$ cat config.mk
export PLATFORM = sky130hd
export DESIGN_NAME = adc_spike_canceller_top
export DESIGN_NICKNAME = d
export VERILOG_FILES = /design/src/sv/asc_pkg.sv /design/src/sv/adc_spike_canceller_top.sv
export SDC_FILE = /design/constraint.sdc
export NUM_CORES = 1
export LEC_CHECK = 0
export BUFFER_PORTS_ARGS = -buffer_cell sky130_fd_sc_hd__buf_4
export CELL_PAD_IN_SITES_DETAIL_PLACEMENT = 1
export CELL_PAD_IN_SITES_GLOBAL_PLACEMENT = 1
export CORE_MARGIN = 8
export CORE_UTILIZATION = 49
export DETAILED_ROUTE_END_ITERATION = 7
export MAX_ROUTING_LAYER = met4
export PLACE_DENSITY_LB_ADDON = 0.25
export SYNTH_ARGS = -nofsm -noshare
export SYNTH_HDL_FRONTEND = slang
export SYNTH_SLANG_ARGS = --single-unit
$ cat constraint.sdc
create_clock -name clk -period 6.55 [get_ports clk]
set_input_delay 0.655 -clock clk [delete_from_list [all_inputs] [get_ports clk]]
set_output_delay 0.655 -clock clk [all_outputs]
set_load 0.005 [all_outputs]
$ cat src/sv/asc_pkg.sv
// Package for the ADC spike canceller: sample classes, register indexes, helpers.
package asc_pkg;

  typedef enum logic [1:0] {
    CL_NOISE = 2'd0,
    CL_HIGH  = 2'd1,
    CL_LOW   = 2'd2,
    CL_OTHER = 2'd3
  } class_t;

  localparam int CFG_INDEX_W = 2;
  localparam int CFG_DATA_W  = 15;
  localparam int LEVEL_W     = 3;

  localparam logic [CFG_INDEX_W-1:0] REG_NOISE_LIMIT = 2'd0;
  localparam logic [CFG_INDEX_W-1:0] REG_PEAK_THRESH = 2'd1;
  localparam logic [CFG_INDEX_W-1:0] REG_LEVEL       = 2'd2;

  localparam logic [LEVEL_W-1:0] LEVEL_RESET = 3'd1;
  localparam logic [LEVEL_W-1:0] LEVEL_TWO   = 3'd2;
  localparam logic [LEVEL_W-1:0] LEVEL_THREE = 3'd3;
  localparam logic [LEVEL_W-1:0] LEVEL_FOUR  = 3'd4;

  // class c closes a run of class k: noise or the opposite spike
  function automatic logic bounds(input class_t c, input class_t k);
    class_t opp;
    opp = (k == CL_HIGH) ? CL_LOW : CL_HIGH;
    return (c == CL_NOISE) || (c == opp);
  endfunction

endpackage

$ cat src/sv/adc_spike_canceller_top.sv
// ADC spike canceller top level: classification, history, delay lines, result buffer.
// Result: the result register loads at the accepting edge, as does out_valid, unless a held
//   result sends it to the skid; it carries the sample that entered 4, 3 or 2 items before (level >=3, 2, <=1).
// Throughput: one transaction per cycle unless in_stall is high; a two-entry result buffer
//   (output register plus skid) keeps the input open while one result waits.
// Reset: synchronous active low; history to noise, delay lines to zero, registers to defaults.
module adc_spike_canceller_top #(
  parameter int SAMPLE_BITS = 16
) (
  input  logic                                 clk,
  input  logic                                 rst_n,
  input  logic                                 in_valid,
  output logic                                 in_stall,
  input  logic signed [SAMPLE_BITS-1:0]        in_sample_in,
  input  logic        [1:0]                    in_overload_in,
  output logic                                 out_valid,
  input  logic                                 out_stall,
  output logic signed [SAMPLE_BITS-1:0]        out_sample_out,
  output logic        [1:0]                    out_overload_out,
  input  logic                                 cfg_valid,
  output logic                                 cfg_ready,
  input  logic [asc_pkg::CFG_INDEX_W-1:0]      cfg_index,
  input  logic [asc_pkg::CFG_DATA_W-1:0]       cfg_data
);

  localparam int CmpW = (SAMPLE_BITS > asc_pkg::CFG_DATA_W) ? SAMPLE_BITS : asc_pkg::CFG_DATA_W;
  localparam logic [SAMPLE_BITS-1:0] MaxPos = {1'b0, {(SAMPLE_BITS-1){1'b1}}};

  // configuration
  logic [asc_pkg::CFG_DATA_W-1:0] noise_r, noise_nxt;
  logic [asc_pkg::CFG_DATA_W-1:0] thr_r, thr_nxt;
  logic [asc_pkg::LEVEL_W-1:0]    lvl_r, lvl_nxt;

  // history and delay lines, index 0 is the first stage
  asc_pkg::class_t          h_r  [5];
  asc_pkg::class_t          h_nxt[5];
  logic [SAMPLE_BITS-1:0]   sd_r  [4];
  logic [SAMPLE_BITS-1:0]   sd_nxt[4];
  logic [1:0]               od_r  [4];
  logic [1:0]               od_nxt[4];

  // result buffer
  logic                   out_valid_r, out_valid_nxt;
  logic [SAMPLE_BITS-1:0] out_sample_r, out_sample_nxt;
  logic [1:0]             out_ovl_r, out_ovl_nxt;
  logic                   skid_valid_r, skid_valid_nxt;
  logic [SAMPLE_BITS-1:0] skid_sample_r, skid_sample_nxt;
  logic [1:0]             skid_ovl_r, skid_ovl_nxt;

  logic                   in_acc, out_take;
  logic [SAMPLE_BITS-1:0] mag_full, mag_sat;
  logic [CmpW-1:0]        mag_full_ext, mag_sat_ext, noise_ext, thr_ext;
  asc_pkg::class_t        cls;
  logic                   ge2, ge3, ge4;
  logic                   z_emit, z2, z1, z0;
  logic                   run_ok, run2, run3, run4;
  asc_pkg::class_t        s;
  logic [SAMPLE_BITS-1:0] emit;

  assign in_acc    = in_valid && !skid_valid_r;
  assign out_take  = out_valid_r && !out_stall;
  assign in_stall  = skid_valid_r;
  assign out_valid = out_valid_r;
  assign out_sample_out   = out_sample_r;
  assign out_overload_out = out_ovl_r;
  assign cfg_ready = 1'b1;

  // classification
  always_comb begin
    mag_full = in_sample_in[SAMPLE_BITS-1] ? (~in_sample_in + 1'b1) : in_sample_in;
    mag_sat  = mag_full[SAMPLE_BITS-1] ? MaxPos : mag_full;
    mag_full_ext = CmpW'(mag_full);
    mag_sat_ext  = CmpW'(mag_sat);
    noise_ext    = CmpW'(noise_r);
    thr_ext      = CmpW'(thr_r);
    if (mag_sat_ext < noise_ext) begin
      cls = asc_pkg::CL_NOISE;
    end else if (!in_sample_in[SAMPLE_BITS-1] && (in_sample_in != '0) &&
                 (mag_full_ext < thr_ext)) begin
      cls = asc_pkg::CL_HIGH;
    end else if (in_sample_in[SAMPLE_BITS-1] && (mag_full_ext < thr_ext)) begin
      cls = asc_pkg::CL_LOW;
    end else begin
      cls = asc_pkg::CL_OTHER;
    end
  end

  // spike run detection over the history
  always_comb begin
    ge2 = (lvl_r >= asc_pkg::LEVEL_TWO);
    ge3 = (lvl_r >= asc_pkg::LEVEL_THREE);
    ge4 = (lvl_r >= asc_pkg::LEVEL_FOUR);
    z_emit = 1'b0;
    z2 = 1'b0;
    z1 = 1'b0;
    z0 = 1'b0;
    run_ok = 1'b0;
    run2 = 1'b0;
    run3 = 1'b0;
    run4 = 1'b0;
    s = asc_pkg::CL_HIGH;
    for (int k = 0; k < 2; k++) begin
      s      = (k == 0) ? asc_pkg::CL_HIGH : asc_pkg::CL_LOW;
      run_ok = asc_pkg::bounds(h_r[4], s) && (h_r[3] == s);
      run2   = ge2 && (h_r[2] == s) && asc_pkg::bounds(h_r[1], s);
      run3   = ge3 && (h_r[2] == s) && (h_r[1] == s) && asc_pkg::bounds(h_r[0], s);
      run4   = ge4 && (h_r[2] == s) && (h_r[1] == s) && (h_r[0] == s) &&
               asc_pkg::bounds(cls, s);
      if (run_ok) begin
        z_emit = z_emit || asc_pkg::bounds(h_r[2], s) || run2 || run3 || run4;
        z2     = z2 || run2 || run3 || run4;
        z1     = z1 || run3 || run4;
        z0     = z0 || run4;
      end
    end
    emit = z_emit ? '0 : sd_r[3];
  end

  // state update
  always_comb begin
    noise_nxt = noise_r;
    thr_nxt   = thr_r;
    lvl_nxt   = lvl_r;
    if (cfg_valid && cfg_ready) begin
      case (cfg_index)
        asc_pkg::REG_NOISE_LIMIT: noise_nxt = cfg_data;
        asc_pkg::REG_PEAK_THRESH: thr_nxt   = cfg_data;
        asc_pkg::REG_LEVEL:       lvl_nxt   = cfg_data[asc_pkg::LEVEL_W-1:0];
        default: ;
      endcase
    end

    for (int i = 0; i < 5; i++) h_nxt[i] = h_r[i];
    for (int i = 0; i < 4; i++) begin
      sd_nxt[i] = sd_r[i];
      od_nxt[i] = od_r[i];
    end
    if (in_acc) begin
      for (int i = 1; i < 5; i++) h_nxt[i] = h_r[i-1];
      sd_nxt[3] = z2 ? '0 : sd_r[2];
      sd_nxt[2] = z1 ? '0 : sd_r[1];
      sd_nxt[1] = z0 ? '0 : sd_r[0];
      sd_nxt[0] = z0 ? '0 : sd_r[0];
      for (int i = 1; i < 4; i++) od_nxt[i] = od_r[i-1];
      if (ge3) begin
        h_nxt[0]  = cls;
        sd_nxt[0] = in_sample_in;
        od_nxt[0] = in_overload_in;
      end else if (ge2) begin
        h_nxt[1]  = cls;
        sd_nxt[1] = in_sample_in;
        od_nxt[1] = in_overload_in;
      end else begin
        h_nxt[2]  = cls;
        sd_nxt[2] = in_sample_in;
        od_nxt[2] = in_overload_in;
      end
    end
  end

  // result buffer
  always_comb begin
    out_valid_nxt   = out_valid_r;
    out_sample_nxt  = out_sample_r;
    out_ovl_nxt     = out_ovl_r;
    skid_valid_nxt  = skid_valid_r;
    skid_sample_nxt = skid_sample_r;
    skid_ovl_nxt    = skid_ovl_r;
    if (skid_valid_r) begin
      if (out_take) begin
        out_valid_nxt  = 1'b1;
        out_sample_nxt = skid_sample_r;
        out_ovl_nxt    = skid_ovl_r;
        skid_valid_nxt = 1'b0;
      end
    end else if (in_acc) begin
      if (!out_valid_r || out_take) begin
        out_valid_nxt  = 1'b1;
        out_sample_nxt = emit;
        out_ovl_nxt    = od_r[3];
      end else begin
        skid_valid_nxt  = 1'b1;
        skid_sample_nxt = emit;
        skid_ovl_nxt    = od_r[3];
      end
    end else if (out_take) begin
      out_valid_nxt = 1'b0;
    end
  end

  always_ff @(posedge clk) begin
    if (!rst_n) begin
      noise_r      <= '0;
      thr_r        <= '0;
      lvl_r        <= asc_pkg::LEVEL_RESET;
      out_valid_r  <= 1'b0;
      skid_valid_r <= 1'b0;
      for (int i = 0; i < 5; i++) h_r[i] <= asc_pkg::CL_NOISE;
      for (int i = 0; i < 4; i++) begin
        sd_r[i] <= '0;
        od_r[i] <= '0;
      end
    end else begin
      noise_r      <= noise_nxt;
      thr_r        <= thr_nxt;
      lvl_r        <= lvl_nxt;
      out_valid_r  <= out_valid_nxt;
      skid_valid_r <= skid_valid_nxt;
      for (int i = 0; i < 5; i++) h_r[i] <= h_nxt[i];
      for (int i = 0; i < 4; i++) begin
        sd_r[i] <= sd_nxt[i];
        od_r[i] <= od_nxt[i];
      end
    end
  end

  always_ff @(posedge clk) begin
    out_sample_r  <= out_sample_nxt;
    out_ovl_r     <= out_ovl_nxt;
    skid_sample_r <= skid_sample_nxt;
    skid_ovl_r    <= skid_ovl_nxt;
  end

endmodule

Yosys cells after proc, flatten, opt, wreduce, memory -nomap -nowiden
Memory sizes are Yosys's and may differ from the RTL's.
Index checks and enable logic that the tools add are counted.
Word-level totals
  register bits: 71
  memory bits (writable): 82
  input bits: 40
  output and inout bits: 21
  logic and storage cells: 186
  memories: 3
Operators by class
  add/sub/neg operators: 1
  magnitude comparators: 5
  equal/unequal tests: 16
  muxes and demuxes: 64
  bitwise operators: 16
  reduce and logical (&&, ||, !) cells: 72
Memory list
  sd_r: depth 4, bits a word 16, read ports 4, clocked after Yosys merged registers in 0, write ports 4, line adc_spike_canceller_top.sv:37  | logic [SAMPLE_BITS-1:0] sd_r [4];
  h_r: depth 5, bits a word 2, read ports 5, clocked after Yosys merged registers in 0, write ports 5, line adc_spike_canceller_top.sv:35  | asc_pkg::class_t h_r [5];
  od_r: depth 4, bits a word 2, read ports 4, clocked after Yosys merged registers in 0, write ports 4, line adc_spike_canceller_top.sv:39  | logic [1:0] od_r [4];
Operator list (count)
  two-way mux 16 bit: 16
  two-way mux 64 bit: 1
  two-way mux 2 bit: 21
  two-way mux 32 bit: 1
  logical OR 1 bit: 27
  logical AND 1 bit: 25
  two-way mux 1 bit: 20
  adder 16 x 1 -> 16 bit (second input constant): 1
  less-than comparator 16 x 15 -> 1 bit: 1
  NOT 16 bit: 1
  nonzero test 16 bit: 1
  less-than comparator 15 bit: 1
  two-way mux 15 bit: 1
  == test 2 x 1 -> 1 bit (second input constant): 7
  == test 2 bit (second input constant): 7
  bitwise OR 1 bit: 13
  zero test 2 bit: 6
  two-way mux 10 bit: 1
  AND reduction 3 bit: 3
  two-way mux 4 bit: 2
  two-way mux 8 bit: 1
  greater-or-equal comparator 3 x 2 -> 1 bit (second input constant): 2
  AND reduction 2 bit: 3
  nonzero test 2 bit: 3
  5 further kinds: 9

Logic depth before layout (Yosys ltp)
Gate-level depths: netlist (run 1).
  word-level depth: 22
  gate-level depth with buffers: 16
  mapped depth without buffers: 14

Worst setup path after synthesis (run 1)
OpenSTA, ideal clock, no wires.
  path type: input -> register
  from: input port in_sample_in[4]
  to: register skid_sample_r[10] (data pin)
  data arrival time: 3.696 ns
  required time: 6.293 ns
  setup slack: 2.597 ns
  stages on the path: 15
  path through: clkbuf_1 -> nor3_1 -> nand4_1 -> or4_1 -> buf_2 -> clkbuf_1 -> nand2b_1 -> ha_1 -> a211oi_1 -> o21ai_0 -> a221oi_1 -> nand3_4 -> a21boi_4 -> buf_2 -> nor2_1
On the way
  longest elaborated chain between the ends: 19
  elaborated cells between the ends (all ways): 28
Ends and longest elaborated chain
  from (decl): line adc_spike_canceller_top.sv:14  | input logic signed [SAMPLE_BITS-1:0] in_sample_in,
  NOT 16 bit: line adc_spike_canceller_top.sv:70  | mag_full = in_sample_in[SAMPLE_BITS-1] ? (~in_sample_in + 1'b1) : in_sample_in;
  adder 16 x 1 -> 16 bit: line adc_spike_canceller_top.sv:70
  two-way mux 16 bit: line adc_spike_canceller_top.sv:70
  less-than comparator 16 x 15 -> 1 bit: line adc_spike_canceller_top.sv:79, adc_spike_canceller_top.sv:81
  logical AND 1 bit: line adc_spike_canceller_top.sv:81  | end else if (in_sample_in[SAMPLE_BITS-1] && (mag_full_ext < thr_ext)) begin
  two-way mux 1 bit: line adc_spike_canceller_top.sv:81
  two-way mux 2 bit: line adc_spike_canceller_top.sv:78  | end else if (!in_sample_in[SAMPLE_BITS-1] && (in_sample_in != '0) &&
  two-way mux 2 bit (*): line adc_spike_canceller_top.sv:76  | if (mag_sat_ext < noise_ext) begin
  == test 2 bit or zero test 2 bit (tied branches): line asc_pkg.sv:28  | return (c == CL_NOISE) || (c == opp);
  logical OR 1 bit: line asc_pkg.sv:28
  logical AND 1 bit: line adc_spike_canceller_top.sv:107  | run4 = ge4 && (h_r[2] == s) && (h_r[1] == s) && (h_r[0] == s) &&
  logical OR 1 bit: line adc_spike_canceller_top.sv:110  | z_emit = z_emit || asc_pkg::bounds(h_r[2], s) || run2 || run3 || run4;
  two-way mux 1 bit: line adc_spike_canceller_top.sv:109  | if (run_ok) begin
  logical OR 1 bit (4 in a row): line adc_spike_canceller_top.sv:110
  two-way mux 1 bit (*): line adc_spike_canceller_top.sv:109
  two-way mux 16 bit (*): line adc_spike_canceller_top.sv:116  | emit = z_emit ? '0 : sd_r[3];
  via emit[10]: line adc_spike_canceller_top.sv:58  | logic [SAMPLE_BITS-1:0] emit;
  to (signal assigned): line adc_spike_canceller_top.sv:220  | skid_sample_r <= skid_sample_nxt;
  to (decl): line adc_spike_canceller_top.sv:47  | logic [SAMPLE_BITS-1:0] skid_sample_r, skid_sample_nxt;
The timed path passes the listed nets; every way through them passes the cells marked *.
A chain may end at the register's enable or synchronous reset.

==> out/results.ini, run 1 <==
[die]
die_w_um=141
coreArea_um2=15200
ios=61
initial_core_util_pct=50.1
die_area_um2=19800
fp.dieH_um=141
rows=45

[clock_network]
clk_pin_slew_ns=0.06
clk_latency_ns=0.43
clkSinkCount=153
cts_buffer_depth=2
cts_tree=built
hold_buffers=0
cts_setup_buffers=0
h-tree-depth=4
cts_buffers=17
post_cts_resized=0
root_buffer=clkbuf_16

[pwr]
cellPowerDensity_nw_per_um2=272
p_leak_nw=3.26
design_power_total_mw=2.38
peakVddDrop_mv=0.178

[global_routing]
grt_pass1_wl_mm=34.8
grt_pass1_vias=6680
grt_use_total_pct=22.6
grt_max_degree=86
grt-ovfl-total=0
antenna_found_initial=0

[detailed_routing]
vias_per_cell=5.90
drt_first_pass_iters=5
drtIter0Drc=425
drcViolationCount=0
vias=6475
ant_nets=0
routed_wl_mm=21.4
wl_per_cell_um=19.5

[worst_setup_path]
crit_fanout=34
end_kind=flip-flop
crit_chain=buf_4, nor4_2, nand4_1, or4_1, nand2b_1, ha_1, and2_0, a221oi_1, a2111o_1, a41o_1, nand3_4, a21boi_4, buf_4, o21ai_1
crit_arrival_ns=5.11
max_stage_delay_ns=0.89
required_ns=6.86
cp_common_cell=buf_4
crit_path_top_delay_cell=a21boi_4
critical-path-top-delay-family=simple AND/OR/NAND/NOR gates
critPathLaunchType=input pin
crit_buf_inv=2
critPathKind=input pin to flip-flop

[layout]
final_cell_mix=nand2_1, dfxtp_1, buf_4
antenna_cells=0
final_nets=965
fill_cells=1739
layout-drive-gt1-share_pct=13.5
area_growth_syn_to_layout_pct=14.7
final_common_cell=nand2_1
fin_cells=1097

[logic_synthesis]
syn-cell-area_um2=7620
ys.warnings.count=0
synth_top_area_share_pct=30.7
seq_area_frac_synth_pct=44.9
syn-instance-count=875
synth.area.top_cells=dfxtp_1, edfxtp_1, nand2_1
synth_top_cell_by_area=dfxtp_1
syn_nets=944
synth_area_per_cell_um2=8.71
synth.ff_latch_count=153
async_flop_share_pct=0
synth.distinct_cells=60
synth_edf_count=36
ys.flop_type=dfxtp_1

[placed_design]
port_buffers=59
dp_hpwl_mm=15.0
place_inst=1065
routabilityCongestion=0.881

[sta]
max_freq_mhz=208
setup_tns_ns=0
slew_headroom_pct=28.8
tightestPinTransition_ns=1.07
hold_violations=0
rsz0062_at_grt=no
finalSetupViolCount=0
fin_worst_skew_ns=0.00888
fin_crit_sh_pct=73.3
timing.hold.ws_ns=0.451
finalMaxSlewViolations=0
fin_crit_ns=4.80

[run]
cap_violations=0

[status]
outcome=completed

[min_path]
hold_class=flip-flop to flip-flop

[report_power, final]
part           switching (mW)  total [mW]  internal, mW  leakage, nW
combinational           0.161       0.274         0.113         1.67
sequential             0.0245        1.04          1.01         1.29
clock                   0.425        1.07         0.646        0.303
[per-layer routing]
metal,vias to the layer above,wire [µm],global-route usage (%)
met5,-,0,-
met4,0,561,8.77
met3,44,823,4.39
met2,147,10400,36.8
met1,3165,9620,27.2
li1,3119,-,-
[worst paths after layout]
kind,startpoint,end,slack [ns],cells after the start
hold / removal,sd_r[0][11]$_SDFFE_PN0P_,sd_r[1][11]$_SDFFE_PN0P_,0.45,2
setup reg to reg,h_r[0][7]$_SDFFE_PN0P_,sd_r[1][7]$_SDFFE_PN0P_,3.07,8
setup / recovery,in_sample_in[9],sd_r[1][7]$_SDFFE_PN0P_,1.75,14
hold reg to reg,sd_r[0][11]$_SDFFE_PN0P_,sd_r[1][11]$_SDFFE_PN0P_,0.45,2
[cells in the mapped netlist, types with 9 or more instances]
cell and count:
nand3_1 55, o21ai_1 23, nand2_1 180, a221oi_1 18, o21ai_0 43, inv_1 34
nor2_1 23, clkbuf_1 57, xnor2_1 12, and3_1 20, nand2b_1 22, buf_2 9
a22oi_1 18, a21oi_1 24, o31ai_1 9, dfxtp_1 117, ha_1 29, a21boi_0 56
o31ai_2 12, edfxtp_1 36
[sequential cells by signal, indices dropped and copies added, names as in the netlist]
signal,count
h_r,10
out_overload_out,2
skid_ovl_r,2
sd_r,64
lvl_r,3
out_valid,1
skid_sample_r,16
od_r,8
thr_r,15
noise_r,15
out_sample_out,16
in_stall,1
[final cells by class]
type | instances | area [µm²] | share of cell area [%]
Sequential cell | 153 | 3420 | 39.2
Timing Repair Buffer | 71 | 533 | 6.10
Inverter | 34 | 128 | 1.46
Multi-Input combinational cell | 619 | 3790 | 43.3
Tap cell | 188 | 235 | 2.69
Clock buffer | 17 | 425 | 4.87
Clock inverter | 15 | 213 | 2.43
[cells by family after synthesis]
logic type      after synthesis  synth area share, %
flops                       153                 44.9
other cells                   1               0.0492
buf+inv                     103                 5.47
compound gates              236                 21.8
mux                           5                0.689
xor+xnor                     13                 1.49
simple gates                335                 20.8
fa+ha+maj                    29                 4.76
[through the flow]
step	setup slack [ns]	instance area [µm²]	util (%)
3_3_place_gp	1.63	8110	53.3
5_1_grt	1.56	8740	57.5
4_1_cts	1.83	8740	57.5
2_1_floorplan	2.60	7620	-
3_5_place_dp	1.44	8110	53.3
6_report	1.75	8740	57.5
[worst register-to-register path: stages, from the launching register on]
cell	delay [ns]
dfxtp_1	0.38
or3b_1	0.42
nand2b_1	0.22
or3_1	0.37
o21ai_1	0.17
nand3_2	0.34
a21boi_4	0.96
buf_4	0.38
o21ai_1	0.11
Note: power is estimated with default switching activity, not from simulation.
==> inputs of run 2 (changes only) <==
--- a/config.mk
+++ b/config.mk
@@ -9,7 +9,7 @@
 export CELL_PAD_IN_SITES_DETAIL_PLACEMENT = 1
 export CELL_PAD_IN_SITES_GLOBAL_PLACEMENT = 1
 export CORE_MARGIN = 8
-export CORE_UTILIZATION = 49
+export CORE_UTILIZATION = 46
 export DETAILED_ROUTE_END_ITERATION = 7
 export MAX_ROUTING_LAYER = met4
 export PLACE_DENSITY_LB_ADDON = 0.25
==> constraint.sdc (replaced) <==
create_clock -name clk -period 4.59 [get_ports clk]
set_input_delay 0.459 -clock clk [delete_from_list [all_inputs] [get_ports clk]]
set_output_delay 0.459 -clock clk [all_outputs]
set_load 0.005 [all_outputs]
==> run 2 against run 1 <==
- sequential power increased by 42%
- clock power increased by 21%
- highest routed layer unchanged
- cell count increased by 3.1%
- power increased by 33%
- largest power group is now registers
- utilization decreased by 4.4 points
- register-to-register slack got worse by 1.4 ns
- global-route usage decreased by 1.6 points
- clock skew increased by 0.00053 ns
- largest cell class unchanged
- routed wire length decreased by 3.3%
- worst hold slack got worse by 0.16 ns
- non-clock buffer count increased by 2
==> out/results.ini, run 2 (synthesized netlist as in run 1, its figures left out) <==
[sta]
max_freq_mhz=253
rsz0062_at_grt=no
fin_crit_sh_pct=86.1
hold_violations=0
timing.hold.ws_ns=0.293
slew_headroom_pct=17.4
tightestPinTransition_ns=1.24
finalSetupViolCount=0
fin_crit_ns=3.95
fin_worst_skew_ns=0.00941
setup_tns_ns=0
finalMaxSlewViolations=0

[detailed_routing]
drt_first_pass_iters=5
ant_nets=0
drtIter0Drc=305
routed_wl_mm=20.7
wl_per_cell_um=18.3
drcViolationCount=0
vias_per_cell=5.70
vias=6450

[layout]
antenna_cells=0
fill_cells=1889
largest-register=sd_r
final_cell_mix=nand2_1, dfxtp_1, buf_4
layout-drive-gt1-share_pct=13.7
final_common_cell=nand2_1
area_growth_syn_to_layout_pct=14.3
largest_reg_flops=64
final_nets=967

[clock_network]
post_cts_resized=0
cts_buffers=17
clkSinkCount=153
cts_tree=built
clk_latency_ns=0.42
cts_setup_buffers=0
h-tree-depth=4
root_buffer=clkbuf_16
clk_pin_slew_ns=0.06
cts_buffer_depth=2
hold_buffers=0

[pwr]
peakVddDrop_mv=0.252
cellPowerDensity_nw_per_um2=363
p_leak_nw=3.22
design_power_total_mw=3.16

[die]
initial_core_util_pct=46.5
ios=61
coreArea_um2=16400
die_w_um=145
fp.dieH_um=145
die_area_um2=20900
rows=47

[run]
cap_violations=0

[status]
outcome=completed

[placed_design]
dp_hpwl_mm=14.8
port_buffers=59
routabilityCongestion=0.930

[worst_setup_path]
required_ns=4.88
crit_arrival_ns=4.24
critPathKind=input pin to flip-flop
end_kind=flip-flop
critPathLaunchType=input pin
crit_fanout=30

[global_routing]
grt_pass1_vias=6699
grt_max_degree=85
grt_use_total_pct=21.0
grt_pass1_wl_mm=33.8
antenna_found_initial=0
grt-ovfl-total=0

[min_path]
hold_class=input pin to flip-flop

-- run 2: worst max-delay path, stage by stage --
cell and delay, ns:
buf_4 0.15, nor3_1 0.34, nand4_1 0.19, or4_1 0.73
nand2b_1 0.20, ha_1 0.25, and2_0 0.18, a221oi_1 0.34
a2111o_1 0.21, a41o_1 0.19, nand3_4 0.23, a21boi_4 0.27
buf_4 0.34, o21ai_0 0.15
-- run 2: worst paths after layout --
kind | from | endpoint | slack, ns | cells past startpoint
max reg2reg | lvl_r[2]$_SDFFE_PN0P_ | out_sample_out[11]$_DFFE_PP_ | 1.67 | 5
min reg2reg | sd_r[0][6]$_SDFFE_PN0P_ | sd_r[1][6]$_SDFFE_PN0P_ | 0.45 | 2
max | in_sample_in[5] | sd_r[3][4]$_SDFFE_PN0P_ | 0.64 | 14
min | cfg_data[0] | lvl_r[0]$_SDFFE_PN1P_ | 0.29 | 3
-- run 2: routing by layer --
metal,up-vias,global-route usage (%),share of wire (%)
li1,3121,-,-
met2,166,34.7,48
met3,38,3.94,4.4
met1,3125,25.6,46
met5,-,-,0
met4,0,6.68,2.2
-- run 2: final cells by class --
class                   count  area [µm²]  area share (%)
repair buffers             73         561            6.43
inverters                  34         128            1.46
flip-flops and latches    153        3420            39.3
clock buffers              17         425            4.88
well taps                 220         275            3.16
clock inverters            15         116            1.34
multi-input cells         619        3790            43.4
-- run 2: power breakdown --
part / switching, mW / leakage, nW / internal [mW] / total [mW]
combinational: 0.225 / 1.68 / 0.162 / 0.387
sequential: 0.0357 / 1.29 / 1.45 / 1.48
clock: 0.594 / 0.254 / 0.699 / 1.29
total: 0.855 / 3.22 / 2.31 / 3.16
-- run 2: through the flow --
stage                     setup WS [ns]  utilization [%]  cells  cell area (µm²)
final                             0.639             53.1   1131             8710
after global routing              0.334             53.1   1131             8710
after CTS                         0.656             53.1   1131             8710
after detailed placement          0.229             49.8   1099             8170
after global placement            0.470             49.8   1099             8170
after floorplan                   0.833                -    875             7620
==> inputs of run 3 (changes only) <==
==> constraint.sdc (replaced) <==
create_clock -name clk -period 4.59 [get_ports clk]
set_input_delay 0.2295 -clock clk [delete_from_list [all_inputs] [get_ports clk]]
set_output_delay 0.2295 -clock clk [all_outputs]
set_load 0.005 [all_outputs]
==> run 3 against run 2 <==
- utilization grew 0.12 points
- clock skew is essentially flat
- cell count is essentially flat
- combinational power is essentially flat
- global-route usage grew 0.49 points
- first-iteration DRC count grew 47%
- worst hold slack lost 0.23 ns
- sequential power is essentially flat
==> out/results.ini, run 3 (synthesized netlist as in run 1, its figures left out) <==
[die]
die_area_um2=20900
ios=61
coreArea_um2=16400
rows=47
initial_core_util_pct=46.5
die_w_um=145
fp.dieH_um=145

[worst_setup_path]
required_ns=4.75
max_stage_delay_ns=0.72
r2r_start=noise_r[12]$_SDFFE_PN0P_
r2r_setup_slack_ns=1.65
rr_endpoint=out_sample_out[2]$_DFFE_PP_
crit_fanout=48
crit_chain=buf_4, nor4_2, nand4_1, or4_1, nand2b_1, ha_1, a211oi_1, o21ai_0, a221oi_1, nand3_4, a21boi_4, buf_12, o31ai_1
critPathLaunchType=input pin
crit_arrival_ns=3.99
crit_path_top_delay_cell=or4_1
reg2regPathDepth=9
end_kind=flip-flop
critPathKind=input pin to flip-flop

[clock_network]
cts_tree=built
h-tree-depth=4
cts_buffers=17
clkSinkCount=153
clk_pin_slew_ns=0.06
cts_setup_buffers=0
hold_buffers=0
clk_latency_ns=0.43
post_cts_resized=0
root_buffer=clkbuf_16
cts_buffer_depth=2

[global_routing]
grt_pass1_wl_mm=34.6
antenna_found_initial=0
grt_pass1_vias=6700
grt_max_degree=86
grt_use_total_pct=21.5
grt-ovfl-total=0

[placed_design]
dp_slack_ns=0.477
place_inst=1098
routabilityCongestion=0.943
port_buffers=59
dp_hpwl_mm=15.1

[layout]
largest-register=sd_r
final_cell_mix=nand2_1, dfxtp_1, buf_4
final_util_pct=53.2
final_common_cell=nand2_1
final_nets=966
layout-drive-gt1-share_pct=13.5
multi_input_area_um2=3790
largest_reg_flops=64
area.sequential_um2=3420
antenna_cells=0
fill_cells=1920
area_growth_syn_to_layout_pct=14.6
fin_cells=1130

[detailed_routing]
vias=6457
top_layer=met4
drcViolationCount=0
route.met3.wl_um=900
drt_first_pass_iters=7
ant_nets=0
routed_wl_mm=20.8
wl_per_cell_um=18.4
met1_length_mm=9.41
drtIter0Drc=447
vias_per_cell=5.71
met2_length_mm=10.2

[min_path]
min_delay_worst_endpoint=lvl_r[0]$_SDFFE_PN1P_
hold_start=cfg_data[0]
holdPathStages=3
hold_class=input pin to flip-flop

[sta]
finalMaxSlewViolations=0
fin_crit_sh_pct=83.5
rsz0062_at_grt=no
slew_headroom_pct=31.5
fin_crit_ns=3.83
finalSetupViolCount=0
fin_worst_skew_ns=0.00929
max_freq_mhz=261
fin_ws_ns=0.755
tightestPinTransition_ns=1.03
setup_tns_ns=0
hold_violations=0

[pwr]
design_power_total_mw=3.23
p_leak_nw=3.23
peakVddDrop_mv=0.252
cellPowerDensity_nw_per_um2=370

[status]
outcome=completed

[run]
cap_violations=0

## run 3: changes by cell type in the layout (fill, tap and decap cells not counted)
cell        change
clkinv_2        -1
inv_6           +1
buf_4           -1
bufinv_16       +1
clkinv_1        -1
clkinvlp_2      -2
clkbuf_1        +2
## run 3: worst max-delay path by stage
stage / from / end / cells after the start
6_report: in_sample_in[9] / out_sample_out[2]$_DFFE_PP_ / 13
4_1_cts: in_sample_in[9] / out_sample_out[2]$_DFFE_PP_ / 13
3_5_place_dp: in_sample_in[9] / out_sample_out[15]$_DFFE_PP_ / 13
3_3_place_gp: in_sample_in[9] / out_sample_out[1]$_DFFE_PP_ / 13
5_1_grt: in_sample_in[5] / out_sample_out[2]$_DFFE_PP_ / 13
2_1_floorplan: in_sample_in[4] / skid_sample_r[10]$_DFFE_PP_ / 15
## run 3: stage by stage
step	hold slack, ns	instance area, µm²
floorplan	0.355	7620
global placement	0.434	8170
detailed placement	0.440	8170
CTS	0.0467	8730
global route	0.0671	8730
finish	0.0602	8730
## run 3: worst max-delay path: cells and delay by family
kind | cells | cell delay, ns
adder cells (fa/ha/maj) | 1 | 0.29
AO/OA/AOI/OAI | 5 | 1.38
AND/OR/NAND/NOR | 5 | 1.67
buffers and inverters | 2 | 0.41
## run 3: layout make-up
type                       count  share of cell area, %
timing repair buffer          72                   6.33
clock buffer                  19                   4.96
inverter                      34                   1.46
sequential                   153                   39.2
multi-input combinational    619                   43.3
clock inverter                13                   1.56
tap                          220                   3.15
## run 3: metal layers
layer  track usage, %  vias up
met5                -        -
met1             26.1     3177
met3             3.28       19
met2             36.2      149
li1                 -     3112
met4             6.79        0
## run 3: power breakdown
group          total (mW)  internal (mW)  leakage [nW]  switching [mW]
Sequential           1.48           1.45          1.29          0.0343
Combinational       0.390          0.161          1.67           0.229
Clock                1.36          0.762         0.269           0.598
Total                3.23           2.37          3.23           0.861
